===== config.mk =====
export PLATFORM = sky130hd
export DESIGN_NAME = proximity_led_animator
export DESIGN_NICKNAME = d
export VERILOG_FILES = /design/src/sv/pdl_pkg.sv /design/src/sv/pdl_div.sv /design/src/sv/pdl_led_mem.sv /design/src/sv/proximity_led_animator.sv
export SDC_FILE = /design/constraint.sdc
export NUM_CORES = 1
export LEC_CHECK = 0
export BUFFER_PORTS_ARGS = -buffer_cell sky130_fd_sc_hd__buf_4
export CELL_PAD_IN_SITES_DETAIL_PLACEMENT = 0
export CELL_PAD_IN_SITES_GLOBAL_PLACEMENT = 1
export CORE_MARGIN = 1.5
export CORE_UTILIZATION = 49
export CTS_CLUSTER_DIAMETER = 120
export DETAILED_ROUTE_END_ITERATION = 12
export PLACE_DENSITY = 0.78
export SETUP_SLACK_MARGIN = 0.4
export SLEW_MARGIN = 0
export SYNTH_ARGS = -nofsm -noshare
export SYNTH_HDL_FRONTEND = slang
export SYNTH_SLANG_ARGS = --single-unit

===== constraint.sdc =====
create_clock -name clk_i -period 8.4 [get_ports clk_i]
set_input_delay 0.42 -clock clk_i [delete_from_list [all_inputs] [get_ports clk_i]]
set_output_delay 0.42 -clock clk_i [all_outputs]
set_load 0.02 [all_outputs]

===== src/sv/pdl_pkg.sv =====
// shared types and constants of the proximity led animator
package pdl_pkg;

  localparam int LED_COUNT_DEF = 10;

  localparam int DELAY_TOP   = 100;
  localparam int DELAY_FLOOR = 1;
  localparam int DELAY_CAP = 127;
  localparam int LEVEL_MAX = 31;

  // divider operand widths: raw * 99 and prox * (led count - 1) both fit 14 bits
  localparam int DIV_NUM_W = 14;
  localparam int DIV_DEN_W = 7;

  localparam int IN_TDATA_W  = 64;
  localparam int OUT_TDATA_W = 24;
  localparam int CFG_IDX_W   = 2;
  localparam int CFG_DATA_W  = 16;

  localparam logic [CFG_IDX_W-1:0] CFG_DEADZONE = 2'd0;
  localparam logic [CFG_IDX_W-1:0] CFG_TOUCH    = 2'd1;
  localparam logic [CFG_IDX_W-1:0] CFG_WINDOW   = 2'd2;
  localparam logic [CFG_IDX_W-1:0] CFG_PEAK     = 2'd3;

  localparam logic [6:0]  DEADZONE_RST = 7'd5;
  localparam logic [6:0]  TOUCH_RST    = 7'd100;
  localparam logic [15:0] WINDOW_RST   = 16'd5000;
  localparam logic [4:0]  PEAK_RST     = 5'd20;

  typedef struct packed {
    logic [4:0] level;
    logic       falling;
    logic [4:0] peak;
  } led_entry_t;

endpackage


===== src/sv/pdl_div.sv =====
// restoring divider, one quotient bit per cycle
module pdl_div #(
  parameter int NUM_W = pdl_pkg::DIV_NUM_W,
  parameter int DEN_W = pdl_pkg::DIV_DEN_W
) (
  input  logic             clk_i,
  input  logic             rst_ni,
  input  logic             start_i,
  input  logic [NUM_W-1:0] num_i,
  input  logic [DEN_W-1:0] den_i,
  output logic             done_o,
  output logic [NUM_W-1:0] quo_o
);

  localparam int CNT_W = $clog2(NUM_W + 1);

  logic             busy_q;
  logic             done_q;
  logic [CNT_W-1:0] cnt_q;
  logic [NUM_W-1:0] num_q;
  logic [DEN_W-1:0] rem_q;
  logic [DEN_W-1:0] den_q;
  logic [DEN_W:0]   trial;
  logic [DEN_W:0]   diff;
  logic             ge;

  always_comb begin
    trial = {rem_q, num_q[NUM_W-1]};
    ge    = trial >= {1'b0, den_q};
    diff  = trial - {1'b0, den_q};
  end

  always_ff @(posedge clk_i or negedge rst_ni) begin
    if (!rst_ni) begin
      busy_q <= 1'b0;
      done_q <= 1'b0;
      cnt_q  <= '0;
    end else begin
      done_q <= 1'b0;
      if (start_i) begin
        busy_q <= 1'b1;
        cnt_q  <= CNT_W'(NUM_W);
      end else if (busy_q) begin
        cnt_q <= cnt_q - 1'b1;
        if (cnt_q == CNT_W'(1)) begin
          busy_q <= 1'b0;
          done_q <= 1'b1;
        end
      end
    end
  end

  always_ff @(posedge clk_i) begin
    if (start_i) begin
      num_q <= num_i;
      rem_q <= '0;
      den_q <= den_i;
    end else if (busy_q) begin
      num_q <= {num_q[NUM_W-2:0], ge};
      rem_q <= ge ? diff[DEN_W-1:0] : trial[DEN_W-1:0];
    end
  end

  assign done_o = done_q;
  assign quo_o  = num_q;

endmodule


===== src/sv/pdl_led_mem.sv =====
// per-led state memory with registered read and valid bits
module pdl_led_mem #(
  parameter int DEPTH = pdl_pkg::LED_COUNT_DEF,
  parameter int IDX_W = 4
) (
  input  logic                clk_i,
  input  logic                rst_ni,
  input  logic                we_i,
  input  logic [IDX_W-1:0]    waddr_i,
  input  pdl_pkg::led_entry_t wdata_i,
  input  logic [IDX_W-1:0]    raddr_i,
  output pdl_pkg::led_entry_t rdata_o
);

  import pdl_pkg::*;

  led_entry_t mem [DEPTH];
  logic [DEPTH-1:0] vld_q;
  led_entry_t rd_q;
  logic       rd_vld_q;

  always_ff @(posedge clk_i) begin
    if (we_i) begin
      mem[waddr_i] <= wdata_i;
    end
    rd_q <= mem[raddr_i];
  end

  always_ff @(posedge clk_i or negedge rst_ni) begin
    if (!rst_ni) begin
      vld_q    <= '0;
      rd_vld_q <= 1'b0;
    end else begin
      if (we_i) begin
        vld_q[waddr_i] <= 1'b1;
      end
      rd_vld_q <= vld_q[raddr_i];
    end
  end

  assign rdata_o = rd_vld_q ? rd_q : '0;

endmodule


===== src/sv/proximity_led_animator.sv =====
// proximity led animator top level
// a transaction is taken in idle, then serial division follows
// (delay mapping and lit limit in two dividers side by side), then one result per cycle
// for each of LED_COUNT leds while the output is not stalled
// throughput: one input transaction per walk, set by the serial division and the led walk
// reset: control regs to defaults, led memory valid bits cleared at once, no clearing pass
module proximity_led_animator #(
  parameter int LED_COUNT = pdl_pkg::LED_COUNT_DEF
) (
  input  logic                            clk_i,
  input  logic                            rst_ni,
  input  logic                            cfg_we_i,
  input  logic [pdl_pkg::CFG_IDX_W-1:0]   cfg_idx_i,
  input  logic [pdl_pkg::CFG_DATA_W-1:0]  cfg_data_i,
  input  logic                            s_axis_tvalid,
  output logic                            s_axis_tready,
  // proximity_sample, now_ms, rand_led, rand_peak, rand_target, rand_pause
  input  logic [pdl_pkg::IN_TDATA_W-1:0]  s_axis_tdata,
  output logic                            m_axis_tvalid,
  input  logic                            m_axis_tready,
  // led_index, led_brightness, frame_delay_ms
  output logic [pdl_pkg::OUT_TDATA_W-1:0] m_axis_tdata,
  output logic                            m_axis_tlast,
  // scanner_mode
  output logic                            m_axis_tuser
);

  import pdl_pkg::*;

  localparam int IDX_W = (LED_COUNT > 1) ? $clog2(LED_COUNT) : 1;
  localparam logic [IDX_W-1:0] LAST_IDX = IDX_W'(LED_COUNT - 1);
  localparam logic [6:0] CNT7 = 7'(LED_COUNT);

  localparam logic [1:0] ST_IDLE = 2'd0;
  localparam logic [1:0] ST_DIV  = 2'd1;
  localparam logic [1:0] ST_WALK = 2'd2;

  // configuration
  logic [6:0]  deadzone_q, touch_q;
  logic [15:0] window_q;
  logic [4:0]  peak_q;

  always_ff @(posedge clk_i or negedge rst_ni) begin
    if (!rst_ni) begin
      deadzone_q <= DEADZONE_RST;
      touch_q    <= TOUCH_RST;
      window_q   <= WINDOW_RST;
      peak_q     <= PEAK_RST;
    end else if (cfg_we_i) begin
      case (cfg_idx_i)
        CFG_DEADZONE: deadzone_q <= cfg_data_i[6:0];
        CFG_TOUCH:    touch_q    <= cfg_data_i[6:0];
        CFG_WINDOW:   window_q   <= cfg_data_i[15:0];
        CFG_PEAK:     peak_q     <= cfg_data_i[4:0];
        default:      ;
      endcase
    end
  end

  // input fields
  logic [6:0]  raw;
  logic [31:0] now;
  logic [5:0]  rled, rtarget;
  logic [4:0]  rpeak;
  logic [3:0]  rpause;

  assign raw     = s_axis_tdata[6:0];
  assign now     = s_axis_tdata[38:7];
  assign rled    = s_axis_tdata[44:39];
  assign rpeak   = s_axis_tdata[49:45];
  assign rtarget = s_axis_tdata[55:50];
  assign rpause  = s_axis_tdata[59:56];

  logic [1:0]       state_q, state_d;
  logic [IDX_W-1:0] idx_q;
  logic             latch_q, latch_d;
  logic [31:0]      start_q, start_d;
  logic [5:0]       pos_q, pos_d, tgt_q, tgt_d, tgt_clamp;
  logic [3:0]       pause_q, pause_d;
  logic [5:0]       pause_add_q, pause_add_d;
  logic [4:0]       extra;
  logic             new_tgt;
  logic             active_q, active_d;
  logic [6:0]       prox;
  logic [31:0]      elapsed;
  logic [5:0]       rled_q;
  logic [4:0]       rpeak_q;
  logic [6:0]       lit_q, lit_d;
  logic [6:0]       limit_q, limit_d;
  logic [6:0]       delay_q, delay_d;
  logic [6:0]       base;
  logic [7:0]       delay_sum;
  logic             in_acc;
  logic             emit;
  logic             is_last;

  assign s_axis_tready = (state_q == ST_IDLE);
  assign in_acc        = s_axis_tvalid && s_axis_tready;

  // clamping, touch latch and scanner update
  always_comb begin
    latch_d = latch_q;
    start_d = start_q;
    prox    = raw;
    if (raw < deadzone_q) begin
      prox = '0;
    end else if (raw >= touch_q) begin
      prox = touch_q;
      if (!latch_q) begin
        latch_d = 1'b1;
        start_d = now;
      end
    end else begin
      latch_d = 1'b0;
    end
    elapsed  = now - start_d;
    active_d = latch_d && (elapsed < {16'b0, window_q});

    tgt_clamp = rtarget;
    if (tgt_clamp == '0) begin
      tgt_clamp = 6'd1;
    end
    if ({1'b0, tgt_clamp} >= CNT7) begin
      tgt_clamp = 6'(LED_COUNT - 1);
    end
    new_tgt = (pos_q == tgt_q);
    tgt_d   = new_tgt ? tgt_clamp : tgt_q;
    pause_d = new_tgt ? rpause : pause_q;
    extra   = new_tgt ? {rpause, 1'b0} : '0;
    if (pos_q < tgt_d) begin
      pos_d = pos_q + 1'b1;
    end else if (pos_q != '0) begin
      pos_d = pos_q - 1'b1;
    end else begin
      pos_d = pos_q;
    end
    pause_add_d = 6'(pause_d) + 6'(extra);
  end

  // dividers for delay mapping and lit limit
  logic                 dly_done, lim_done;
  logic [DIV_NUM_W-1:0] dly_quo, lim_quo;

  pdl_div #(
    .NUM_W (DIV_NUM_W),
    .DEN_W (DIV_DEN_W)
  ) u_dly_div (
    .clk_i   (clk_i),
    .rst_ni  (rst_ni),
    .start_i (in_acc),
    .num_i   (DIV_NUM_W'(raw) * DIV_NUM_W'(DELAY_TOP - DELAY_FLOOR)),
    .den_i   (touch_q),
    .done_o  (dly_done),
    .quo_o   (dly_quo)
  );

  pdl_div #(
    .NUM_W (DIV_NUM_W),
    .DEN_W (DIV_DEN_W)
  ) u_lim_div (
    .clk_i   (clk_i),
    .rst_ni  (rst_ni),
    .start_i (in_acc),
    .num_i   (DIV_NUM_W'(prox) * DIV_NUM_W'(LED_COUNT - 1)),
    .den_i   (touch_q >> 1),
    .done_o  (lim_done),
    .quo_o   (lim_quo)
  );

  always_comb begin
    if (touch_q == '0 || dly_quo >= DIV_NUM_W'(DELAY_TOP - DELAY_FLOOR)) begin
      base = 7'(DELAY_FLOOR);
    end else begin
      base = 7'(DELAY_TOP) - dly_quo[6:0];
    end
    delay_sum = {1'b0, base} + (active_q ? {2'b0, pause_add_q} : 8'd0);
    delay_d   = (delay_sum > 8'(DELAY_CAP)) ? 7'(DELAY_CAP) : delay_sum[6:0];
    if ((touch_q >> 1) == '0 || lim_quo >= DIV_NUM_W'(LED_COUNT)) begin
      limit_d = CNT7;
    end else begin
      limit_d = lim_quo[6:0] + 7'd1;
    end
  end

  // led memory walk
  logic [IDX_W-1:0] raddr;
  led_entry_t       ent, ent_d;
  logic [4:0]       bright;

  assign is_last = (idx_q == LAST_IDX);
  assign emit    = (state_q == ST_WALK) && (!m_axis_tvalid || m_axis_tready);

  always_comb begin
    if (state_q == ST_WALK) begin
      raddr = (emit && !is_last) ? idx_q + 1'b1 : (emit ? '0 : idx_q);
    end else begin
      raddr = '0;
    end
  end

  pdl_led_mem #(
    .DEPTH (LED_COUNT),
    .IDX_W (IDX_W)
  ) u_led_mem (
    .clk_i   (clk_i),
    .rst_ni  (rst_ni),
    .we_i    (emit && !active_q),
    .waddr_i (idx_q),
    .wdata_i (ent_d),
    .raddr_i (raddr),
    .rdata_o (ent)
  );

  always_comb begin
    ent_d = ent;
    lit_d = lit_q;
    if (ent.level != '0) begin
      if (ent.falling) begin
        ent_d.level = ent.level - 1'b1;
        if (ent.level == 5'd1) begin
          ent_d.falling = 1'b0;
          if (lit_q != '0) begin
            lit_d = lit_q - 1'b1;
          end
        end
      end else begin
        if (ent.level < 5'(LEVEL_MAX)) begin
          ent_d.level = ent.level + 1'b1;
        end
        if (ent_d.level >= ent.peak) begin
          ent_d.falling = 1'b1;
        end
      end
    end else if (rled_q == 6'(idx_q) && lit_q < limit_q) begin
      lit_d         = lit_q + 1'b1;
      ent_d.level   = 5'd1;
      ent_d.falling = 1'b0;
      ent_d.peak    = rpeak_q;
    end
    if (active_q) begin
      bright = (6'(idx_q) == pos_q) ? peak_q : '0;
    end else begin
      bright = ent_d.level;
    end
  end

  always_comb begin
    state_d = state_q;
    case (state_q)
      ST_IDLE: if (in_acc) state_d = ST_DIV;
      ST_DIV:  if (dly_done) state_d = ST_WALK;
      ST_WALK: if (emit && is_last) state_d = ST_IDLE;
      default: state_d = ST_IDLE;
    endcase
  end

  always_ff @(posedge clk_i or negedge rst_ni) begin
    if (!rst_ni) begin
      state_q       <= ST_IDLE;
      idx_q         <= '0;
      latch_q       <= 1'b0;
      start_q       <= '0;
      pos_q         <= '0;
      tgt_q         <= '0;
      pause_q       <= '0;
      lit_q         <= '0;
      active_q      <= 1'b0;
      m_axis_tvalid <= 1'b0;
    end else begin
      state_q <= state_d;
      if (in_acc) begin
        latch_q  <= latch_d;
        start_q  <= start_d;
        active_q <= active_d;
        if (active_d) begin
          pos_q   <= pos_d;
          tgt_q   <= tgt_d;
          pause_q <= pause_d;
        end
      end
      if (state_q == ST_DIV) begin
        idx_q <= '0;
      end else if (emit) begin
        idx_q <= is_last ? '0 : idx_q + 1'b1;
      end
      if (emit && !active_q) begin
        lit_q <= lit_d;
      end
      if (emit) begin
        m_axis_tvalid <= 1'b1;
      end else if (m_axis_tready) begin
        m_axis_tvalid <= 1'b0;
      end
    end
  end

  always_ff @(posedge clk_i) begin
    if (in_acc) begin
      rled_q      <= rled;
      rpeak_q     <= rpeak;
      pause_add_q <= pause_add_d;
    end
    if (state_q == ST_DIV && dly_done && lim_done) begin
      delay_q <= delay_d;
      limit_q <= limit_d;
    end
    if (emit) begin
      m_axis_tlast <= is_last;
      m_axis_tuser <= active_q;
      m_axis_tdata <= {6'b0, delay_q, bright, 6'(idx_q)};
    end
  end

endmodule


After elaboration in Yosys (flattened, before gate mapping)

Memories as Yosys holds them, arrays and structs flattened. A register that Yosys moved wholly into a read port is not among the register bits.
Index checks and enable logic that the tools add are counted.

Register bits: 226
Latch bits: 0
Memory bits (writable): 110
ROM bits: 0
Input port bits: 87
Word-level logic and storage cells: 202
Memories: 1

Add/subtract/negate cells: 16
Multiply operators: 2
Divide/modulo/power cells: 0
$lt $le $gt $ge: 16
Eq/ne operators: 18
Shift-type cells: 0
Mux-type cells: 73
Bitwise logic cells: 1
Reductions and logical operators: 38

Memory list:

| memory        | words | bits a word | read ports | clocked after memory_dff | write ports | line              | RTL |
|---|---|---|---|---|---|---|---|
| u_led_mem.mem | 10    | 11          | 1          | 1                        | 1           | pdl_led_mem.sv:17 | `led_entry_t mem [DEPTH];` |

Operators by type and width:

| cell                                                                | number |
|---|---|
| 2-to-1 mux 32 bit                                                   | 3 |
| 2-to-1 mux 7 bit                                                    | 10 |
| 2-to-1 mux 6 bit                                                    | 8 |
| 2-to-1 mux 11 bit                                                   | 4 |
| 2-to-1 mux 4 bit                                                    | 11 |
| 2-to-1 mux 5 bit                                                    | 7 |
| < comparator 32 x 16 -> 1 bit                                       | 1 |
| subtractor 32 bit                                                   | 1 |
| 2-to-1 mux 14 bit                                                   | 2 |
| 2-to-1 mux 1 bit                                                    | 22 |
| adder 7 x 1 -> 7 bit (second input constant)                        | 2 |
| greater-or-equal comparator 14 x 4 -> 1 bit (second input constant) | 1 |
| greater-or-equal comparator 14 x 7 -> 1 bit (second input constant) | 1 |
| logical NOT 7 bit                                                   | 2 |
| < comparator 7 bit                                                  | 2 |
| multiplier 7 x 7 -> 14 bit (second input constant)                  | 1 |
| nonzero test 2 bit                                                  | 6 |
| multiplier 7 x 4 -> 11 bit (second input constant)                  | 1 |
| logical AND 1 bit                                                   | 10 |
| < comparator 4 x 5 -> 1 bit (second input constant)                 | 2 |
| inequality test 2 x 1 -> 1 bit (second input constant)              | 5 |
| OR 10 bit                                                           | 1 |
| AND reduction 2 bit                                                 | 5 |
| adder 7 x 6 -> 8 bit                                                | 1 |
| 42 further kinds                                                    | 55 |

Depth between registers and ports, before layout

Gate-level depths: netlist (run 1).

Depth after elaboration: 10
Gate-level depth with buffers: 36

Hierarchy

From an unflattened synthesis (run 1), not the netlist that was laid out.

Cells, all modules: 1903
Area, all modules: 20888.8 µm²

Modules (own cells, without submodules):

| module                 | times used | cells each | area each (µm²) |
|---|---|---|---|
| proximity_led_animator | 1          | 1268       | 11852.6 |
| pdl_led_mem            | 1          | 295        | 5182.5 |
| pdl_div                | 2          | 170        | 1926.8 |

Least setup slack after synthesis (run 1)

No wires, ideal clock.

Kind: register to register
From: reg touch_q[2]
To: reg pos_q[1]
Arrival: 7089 ps
Required time: 8275 ps
Slack: 1186 ps
Cell stages (with the launch flop): 35
Path through: dfstp_2 inv_1 ha_1 a21o_1 a31oi_1 o21ai_2 buf_4 nand3_1 clkbuf_1 buf_1 o21ai_0 ha_1 fa_1 nand2b_1 a21oi_1 o41a_1 nor2_1 a21oi_1 a21oi_1 nor3_1 a21boi_0 o22ai_1 a21oi_1 o21ai_0 ha_1 nor2b_1 o21ai_0 a31oi_1 a2111oi_0 nand4_1 nor4_1 o2111a_1 nand4_4 nor2_8 mux2_4

Cells in the longest elaborated chain, start to end: 7
Elaborated cells between the ends (all ways): 9

Ends and longest elaborated chain:

| item                                 | line                          | RTL |
|---|---|---|
| from (decl)                          | proximity_led_animator.sv:39  | `logic [6:0] deadzone_q, touch_q;` |
| from (signal assigned)               | proximity_led_animator.sv:52  | `CFG_TOUCH: touch_q <= cfg_data_i[6:0];` |
| greater-or-equal comparator 7 bit    | proximity_led_animator.sv:107 | `end else if (raw >= touch_q) begin` |
| 2-to-1 mux 32 bit                    | proximity_led_animator.sv:107 |  |
| 2-to-1 mux 32 bit                    | proximity_led_animator.sv:105 | `if (raw < deadzone_q) begin` |
| via start_d[0]                       | proximity_led_animator.sv:77  | `logic [31:0] start_q, start_d;` |
| subtractor 32 bit                    | proximity_led_animator.sv:116 | `elapsed = now - start_d;` |
| < comparator 32 x 16 -> 1 bit        | proximity_led_animator.sv:117 | `active_d = latch_d && (elapsed < {16'b0, window_q});` |
| logical AND 1 bit                    | proximity_led_animator.sv:117 |  |
| AND reduction 3 bit (no source line) | --                            |  |
| to (signal assigned)                 | proximity_led_animator.sv:276 | `pos_q <= pos_d;` |
| to (decl)                            | proximity_led_animator.sv:78  | `logic [5:0] pos_q, pos_d, tgt_q, tgt_d, tgt_clamp;` |

The timed path passes the listed nets, and every way through them passes these cells.
A chain may end at the register's enable or synchronous reset.

Final worst setup path (run 1)

From: reg deadzone_q[2]
To: reg pause_q[2]

Cells in the longest elaborated chain, start to end: 6
Elaborated cells between the ends (all ways): 7

Ends and longest elaborated chain:

| item                                 | line                          | RTL |
|---|---|---|
| from (decl)                          | proximity_led_animator.sv:39  |  |
| from (signal assigned)               | proximity_led_animator.sv:51  | `CFG_DEADZONE: deadzone_q <= cfg_data_i[6:0];` |
| < comparator 7 bit                   | proximity_led_animator.sv:105 |  |
| 2-to-1 mux 32 bit                    | proximity_led_animator.sv:105 |  |
| via start_d[1]                       | proximity_led_animator.sv:77  |  |
| subtractor 32 bit                    | proximity_led_animator.sv:116 |  |
| < comparator 32 x 16 -> 1 bit        | proximity_led_animator.sv:117 |  |
| logical AND 1 bit                    | proximity_led_animator.sv:117 |  |
| AND reduction 2 bit (no source line) | --                            |  |
| to (signal assigned)                 | proximity_led_animator.sv:278 | `pause_q <= pause_d;` |
| to (decl)                            | proximity_led_animator.sv:79  | `logic [3:0] pause_q, pause_d;` |

The timed path passes the listed nets, and every way through them passes these cells.

==> out/qor.csv, run 1 <==
metric,value,unit
clk buf depth,3,
Final min period,7310,ps
detailed-route DRC error count,0,
"commonest non-fill, non-tap cell in the layout",nand2_1,
hpwl dp,34.6,mm
Clock transition at path regs,60,ps
Congestion Overflow GR,0,
CP Capture Type,register,
Sink Count,341,
slew at the pin with the worst max-slew slack,1160,ps
ys flop type,edfxtp_1,
RSZ-0062 raised after global routing,no,
Startpoint Class,register,
M1 WL,22.4,mm
top layer in use,met4,
CP Buf/Inv Count,2,
max_cap viols,0,
port buffer count,102,
CP max stage cell,dfstp_2,
initial antenna violation count,1,
"slowest stage delay, CP",520,ps
WP data arrival,7730,ps
YS warnings,0,
ratio of cells with drive above 1 in the final layout,14.8,%
register area share after synthesis,46.6,%
pre-CTS setup slack,964,ps
"Top cell by count, worst path",a21oi_1,
row cnt,74,
P per Cell Area,296,nW/um^2
"setup slack, reg-to-reg",1090,ps
fillers,3531,
I/O Pins,115,
vias per cell,5.61,
Layout area overhead,13.6,%
met2 wire len,22.6,mm
"Max FO, Critical Path",10,
die area,42300,um^2
status,"complete, no violations",
Fin. Hold Viols,0,
Max IR drop VDD,0.173,mV
Root Buffer,clkbuf_16,
Core Region,40600,um^2
slew margin rel.,21.7,%
Worst Clk Skew,21.0,ps
multi-input logic area,10000,um^2
Netlist Area Pre-Place,20100,um^2
vias in the first global route,14453,
TritonRoute pass-1 iters,5,
number of flops mapped to enable cells by yosys,191,
Final nets,2300,
Post-Route WL,48.3,mm
RD Place Congestion,0.876,
synthesized flop and latch total,341,
die width,206,um
Util after Layout,56.2,%
CP Class,reg -> reg,
CTS tree,yes,
period utilization,87.0,%
Detail Route met3 WL,2.41,mm
CP top delay family,compound AO/OA/AOI/OAI gates,
chip height,206,um
CTS H-tree lvls,2,
Wirelength per Cell,18.6,um
fin area,22900,um^2
Critical Path RT,8830,ps
total track usage,23.4,%
"Cell Area, Placed",21400,um^2
fraction of registers with async set/reset,35.8,%
"commonest cells after routing, fill and taps aside","264 x nand2_1, 191 x edfxtp_1, 162 x ha_1, 125 x buf_4, 119 x o21ai_0",
mean post-synth cell area,10.4,um^2
Synth cell types,93,
pin count of the biggest net entering global routing,66,
first-pass GRT wire length,77.4,mm
Worst Hold Class,in -> reg,
Initial Utilization,49.5,%
setup TNS,0,ps
f_max,0.137,GHz
leakage power,9.97,nW
final setup margin,1090,ps
synthesized instance count,1940,
FF+latch area,9360,um^2
# setup viols final,0,
routed vias,14604,
Worst-Skew Late Latency,570,ps
total CTS buffers,39,
post-route ant nets,0,
Iter 0 DRT Violations,818,
Slew Limit Fails,0,
[final timing paths]
kind                                        from                 end  cells past startpoint
worst min register to register        delay_q[5]    m_axis_tdata[16]                      0
max in group asynchronous                 rst_ni         window_q[6]                      3
worst min-delay path            s_axis_tdata[46]          rpeak_q[1]                      1
min in group asynchronous                 rst_ni  u_led_mem.rd_vld_q                      2
worst max register to register     deadzone_q[2]          pause_q[2]                     31
worst max-delay path               deadzone_q[2]          pause_q[2]                     31
[final cells by class]
cell class              instances  area share [%]
clock inverters                15            1.05
multi-input cells            1412            44.0
clock buffers                  57            4.92
repair buffers                128            4.24
flip-flops and latches        341            41.0
inverters                     118            1.94
diodes                          1          0.0109
well taps                     532            2.91
[per-layer routing]
metal,GRT usage [%],up-vias
met2,38.6,359
li1,-,7161
met3,3.93,73
met1,31.9,7011
met5,0,-
met4,6.23,0
[cell families (layout without fill, tap and decap cells)]
logic type | after synthesis | count (layout) | synth area share (%)
multiplexers | 116 | 116 | 6.56
adder cells (fa/ha/maj) | 176 | 176 | 11.3
XOR/XNOR | 82 | 82 | 3.57
AO/OA/AOI/OAI | 413 | 413 | 13.3
other | 1 | 12 | 0.0186
AND/OR/NAND/NOR | 614 | 614 | 14.8
buffers and inverters | 197 | 318 | 3.89
flip-flops | 341 | 341 | 46.6
[cells in the mapped netlist, drive strengths merged (12+ instances only)]
cell type / count / area (um^2)
and3: 20 / 126
a21o: 40 / 302
a211oi: 34 / 260
xor2: 38 / 333
a31oi: 24 / 163
nand4: 17 / 121
nand3: 49 / 250
buf: 25 / 136
xnor2: 44 / 385
nor3: 22 / 110
o21ai: 123 / 623
a21oi: 92 / 460
a311oi: 15 / 131
dfrtp: 110 / 2750
nor4: 12 / 90.1
inv: 118 / 443
nor2: 97 / 380
nand2: 265 / 995
dfstp: 12 / 315
nor2b: 29 / 181
edfxtp: 191 / 5740
or2: 17 / 106
dfxtp: 28 / 561
clkbuf: 54 / 203
mux2: 55 / 646
mux2i: 56 / 561
nand2b: 35 / 219
ha: 162 / 2030
and2: 25 / 159
[power breakdown]
group / total, mW / internal (mW) / switching (mW)
sequential: 2.39 / 2.17 / 0.224
combinational: 2.57 / 1.05 / 1.52
clock: 1.80 / 1.12 / 0.686
total: 6.77 / 4.34 / 2.43
[worst reg2reg max path, delay by kind of cell (launching register included)]
| kind | cells | cell delay [ps] |
|---|---|---|
| buffers and inverters | 2 | 160 |
| and+or+nand+nor | 9 | 1800 |
| DFF | 1 | 520 |
| adders and majority gates | 3 | 1030 |
| AOI/OAI and AO/OA | 15 | 3040 |
| muxes | 2 | 630 |
[state kept, by name, indices dropped and copies added (netlist names), 5 cells and up]
register and count:
delay_q 7, rled_q 6, u_lim_div.quo_o 14, start_q 32, touch_q 7, u_led_mem.vld_q 10
peak_q 5, lit_q 7, u_led_mem.mem 110, pause_add_q 6, rpeak_q 5, window_q 16
u_lim_div.rem_q 7, u_led_mem.rd_q 11, u_dly_div.rem_q 7, u_dly_div.quo_o 14, tgt_q 6, limit_q 7
deadzone_q 7, m_axis_tdata 16, pos_q 6, u_dly_div.den_q 7
[metrics by stage]
stage | power [mW] | cells | hold WS (ps)
global route | 7.24 | 2603 | 7.95
CTS | 6.80 | 2598 | 1.24
finish | 6.77 | 2604 | 33.0
detailed placement | 4.96 | 2524 | 412
global placement | 4.89 | 2524 | 410
floorplan | 4.29 | 1950 | 124
[timing repair]
item,in CTS,in global routing
hold buffers,2,0
endpoints found under the hold margin,61,0
gates resized for setup,0,4
setup endpoints to repair,0,16
setup buffers,0,5
Note: power is estimated with default switching activity, not from simulation.
==> run 2, diff against run 1 <==
Settings changed: ABC_AREA set to 1, CORE_UTILIZATION 49 to 48, PLACE_DENSITY 0.78 to 0.79.
==> run 2 against run 1 <==
Compared with the run above: sequential cell count is the same; total power shrank 0.52%; synthesized cell count grew 15%; combinational power grew 2%; fmax grew 6.8%; area after synthesis shrank 1.0%; first-iteration DRC count grew 11%; non-clock buffer count shrank 12; clock-buffer cell count shrank 9.
==> out/qor.csv, run 2 <==
metric,value,unit
status,"complete, no violations",
fraction of registers with async set/reset,35.8,%
synth cell count leaders,"454 x nand2_1, 275 x inv_1, 213 x o21ai_0",
RSZ-0062 raised after global routing,no,
pre-CTS setup slack,1500,ps
Worst-Skew Late Latency,560,ps
P per Cell Area,298,nW/um^2
# setup viols final,0,
Yosys top cell area share,28.8,%
I/O Pins,115,
first-pass GRT wire length,77.1,mm
vias per cell,5.26,
Congestion Overflow GR,0,
number of flops mapped to enable cells by yosys,191,
register area share after synthesis,47.0,%
Layout area overhead,13.6,%
pin count of the biggest net entering global routing,85,
"commonest non-fill, non-tap cell in the layout",nand2_1,
"commonest cells after routing, fill and taps aside","453 x nand2_1, 275 x inv_1, 213 x o21ai_0, 191 x edfxtp_1, 168 x nor2_1",
most numerous cell in the Yosys netlist,nand2_1,
Worst Setup SP,touch_q[2],
YS warnings,0,
Net Sw Power,2.57,mW
Post-Place Cells,2834,
hpwl dp,35.4,mm
"slowest stage delay, CP",670,ps
largest cells by area after synthesis,"edfxtp_1 29%, dfrtp_1 14%, ha_1 10%",
detailed-route DRC error count,0,
Clock power frac,26.3,%
"Cell Area, Placed",21200,um^2
post-CTS setup buffers,0,
post-synth top area cell,edfxtp_1,
period utilization,81.4,%
die width,207,um
Core Region,40900,um^2
slew at the pin with the worst max-slew slack,1250,ps
reg2reg start,touch_q[2],
ys flop type,edfxtp_1,
setup TNS,0,ps
Netlist Area Pre-Place,19900,um^2
Iter 0 DRT Violations,906,
Sink Count,341,
total CTS buffers,39,
synthesized instance count,2233,
max_cap viols,0,
Util after Layout,55.3,%
ratio of cells with drive above 1 in the final layout,11.4,%
Wirelength per Cell,16.3,um
Pint,4.16,mW
vias in the first global route,15116,
"setup slack, reg-to-reg",1560,ps
min-delay src,s_axis_tdata[44],
Synth cell types,65,
CP max stage cell,clkinv_1,
die area,42700,um^2
Post-Route WL,47.4,mm
row cnt,74,
Net Sw Frac,38.2,%
mean post-synth cell area,8.92,um^2
final setup margin,1560,ps
port buffer count,102,
Diodes inserted,0,
CTS tree,yes,
slew margin rel.,16.4,%
f_max,0.146,GHz
WP data arrival,7280,ps
CTS H-tree lvls,2,
Biggest register,u_led_mem.mem,
clk buf depth,3,
Startpoint Class,register,
Root Buffer,clkbuf_16,
Worst Clk Skew,15.4,ps
Max IR drop VDD,0.200,mV
routed vias,15303,
leakage power,10.5,nW
Worst Hold Class,in -> reg,
synthesized flop and latch total,341,
Clock transition at path regs,60,ps
Reg power frac,34.7,%
RD Place Congestion,0.924,
CP Class,reg -> reg,
Initial Utilization,48.6,%
Fin. Hold Viols,0,
chip height,207,um
total track usage,22.8,%
"Top cell by count, worst path",nand2_1,
post-route ant nets,0,
initial antenna violation count,0,
"non-filler cells, final",2907,
Final min period,6840,ps
Comb power frac,39.1,%
Slew Limit Fails,0,
TritonRoute pass-1 iters,7,
Critical Path RT,8840,ps
fin area,22600,um^2
Largest regs,"u_led_mem.mem (110), start_q (32)",
Largest register FFs,110,
"Max FO, Critical Path",26,
Final nets,2604,
CP Capture Type,register,
run 2: cell types whose count changed after synthesis, moves of 30 or more:
cell | before | now
xnor2_1 | 44 | 14
nor2_1 | 96 | 170
nand2b_1 | 35 | 1
o21ai_0 | 119 | 213
a21o_1 | 39 | 3
inv_1 | 118 | 275
mux2_2 | 46 | 1
nand3_1 | 48 | 91
nand2_1 | 265 | 454
a21oi_1 | 92 | 124
run 2: power groups by stage:
stage | clock network (mW) | logic [mW] | registers (mW)
after floorplan | 0 | 2.02 | 2.29
after global placement | 0 | 2.56 | 2.35
after detailed placement | 0 | 2.62 | 2.36
after CTS | 1.81 | 2.64 | 2.33
after global routing | 1.88 | 3.03 | 2.37
final | 1.77 | 2.63 | 2.33
run 2: cell families (layout without fill, tap and decap cells):
kind of cell | Yosys count | in the layout | share of synthesized area, %
buffers and inverters | 344 | 476 | 6.71
adder cells (fa/ha/maj) | 173 | 173 | 11.3
AND/OR/NAND/NOR | 839 | 839 | 18.4
XOR/XNOR | 64 | 64 | 2.85
multiplexers | 28 | 28 | 1.41
other | 1 | 11 | 0.0188
flip-flops | 341 | 341 | 47.0
AO/OA/AOI/OAI | 443 | 443 | 12.3
run 2: timing repair:
item	4_1_cts	5_1_grt
hold buffers	1	0
endpoints found under the hold margin	48	0
gates resized for setup	0	0
run 2: final cells by class:
cell class / count / area, um^2
inverters: 288 / 1080
multi-input cells: 1558 / 9270
well taps: 532 / 666
flip-flops and latches: 341 / 9360
clock inverters: 24 / 282
repair buffers: 116 / 877
fillers: 3675 / 18300
clock buffers: 48 / 1080
run 2: final timing paths:
| check | to | cells after the start |
|---|---|---|
| worst max-delay path | pos_q[4] | 33 |
| worst min-delay path | rled_q[5] | 1 |
| worst max register to register | pos_q[4] | 33 |
| worst min register to register | u_led_mem.vld_q[3] | 1 |
| max in group asynchronous | pos_q[4] | 3 |
| min in group asynchronous | start_q[2] | 2 |
run 2: worst max-delay path, delay by kind of cell (launching register included):
kind	cells	cell delay [ps]
AND/OR/NAND/NOR	19	2710
adder cells (fa/ha/maj)	3	990
buffers and inverters	4	920
AO/OA/AOI/OAI	6	1360
flip-flops	1	540
XOR/XNOR	1	190
run 2: layer usage:
| metal | track usage [%] | vias to the layer above | wire (um) |
|---|---|---|---|
| li1 | - | 7777 | - |
| met1 | 30.7 | 7195 | 22000 |
| met2 | 38.5 | 268 | 22500 |
| met3 | 2.76 | 63 | 1860 |
| met4 | 6.99 | 0 | 1080 |
| met5 | 0 | - | 0 |
run 2: stage by stage:
stage / power (mW) / hold slack, ps
after CTS: 6.78 / 0.687
after global routing: 7.28 / 14.5
final: 6.73 / 34.4
after global placement: 4.91 / 427
after detailed placement: 4.98 / 429
after floorplan: 4.31 / 124
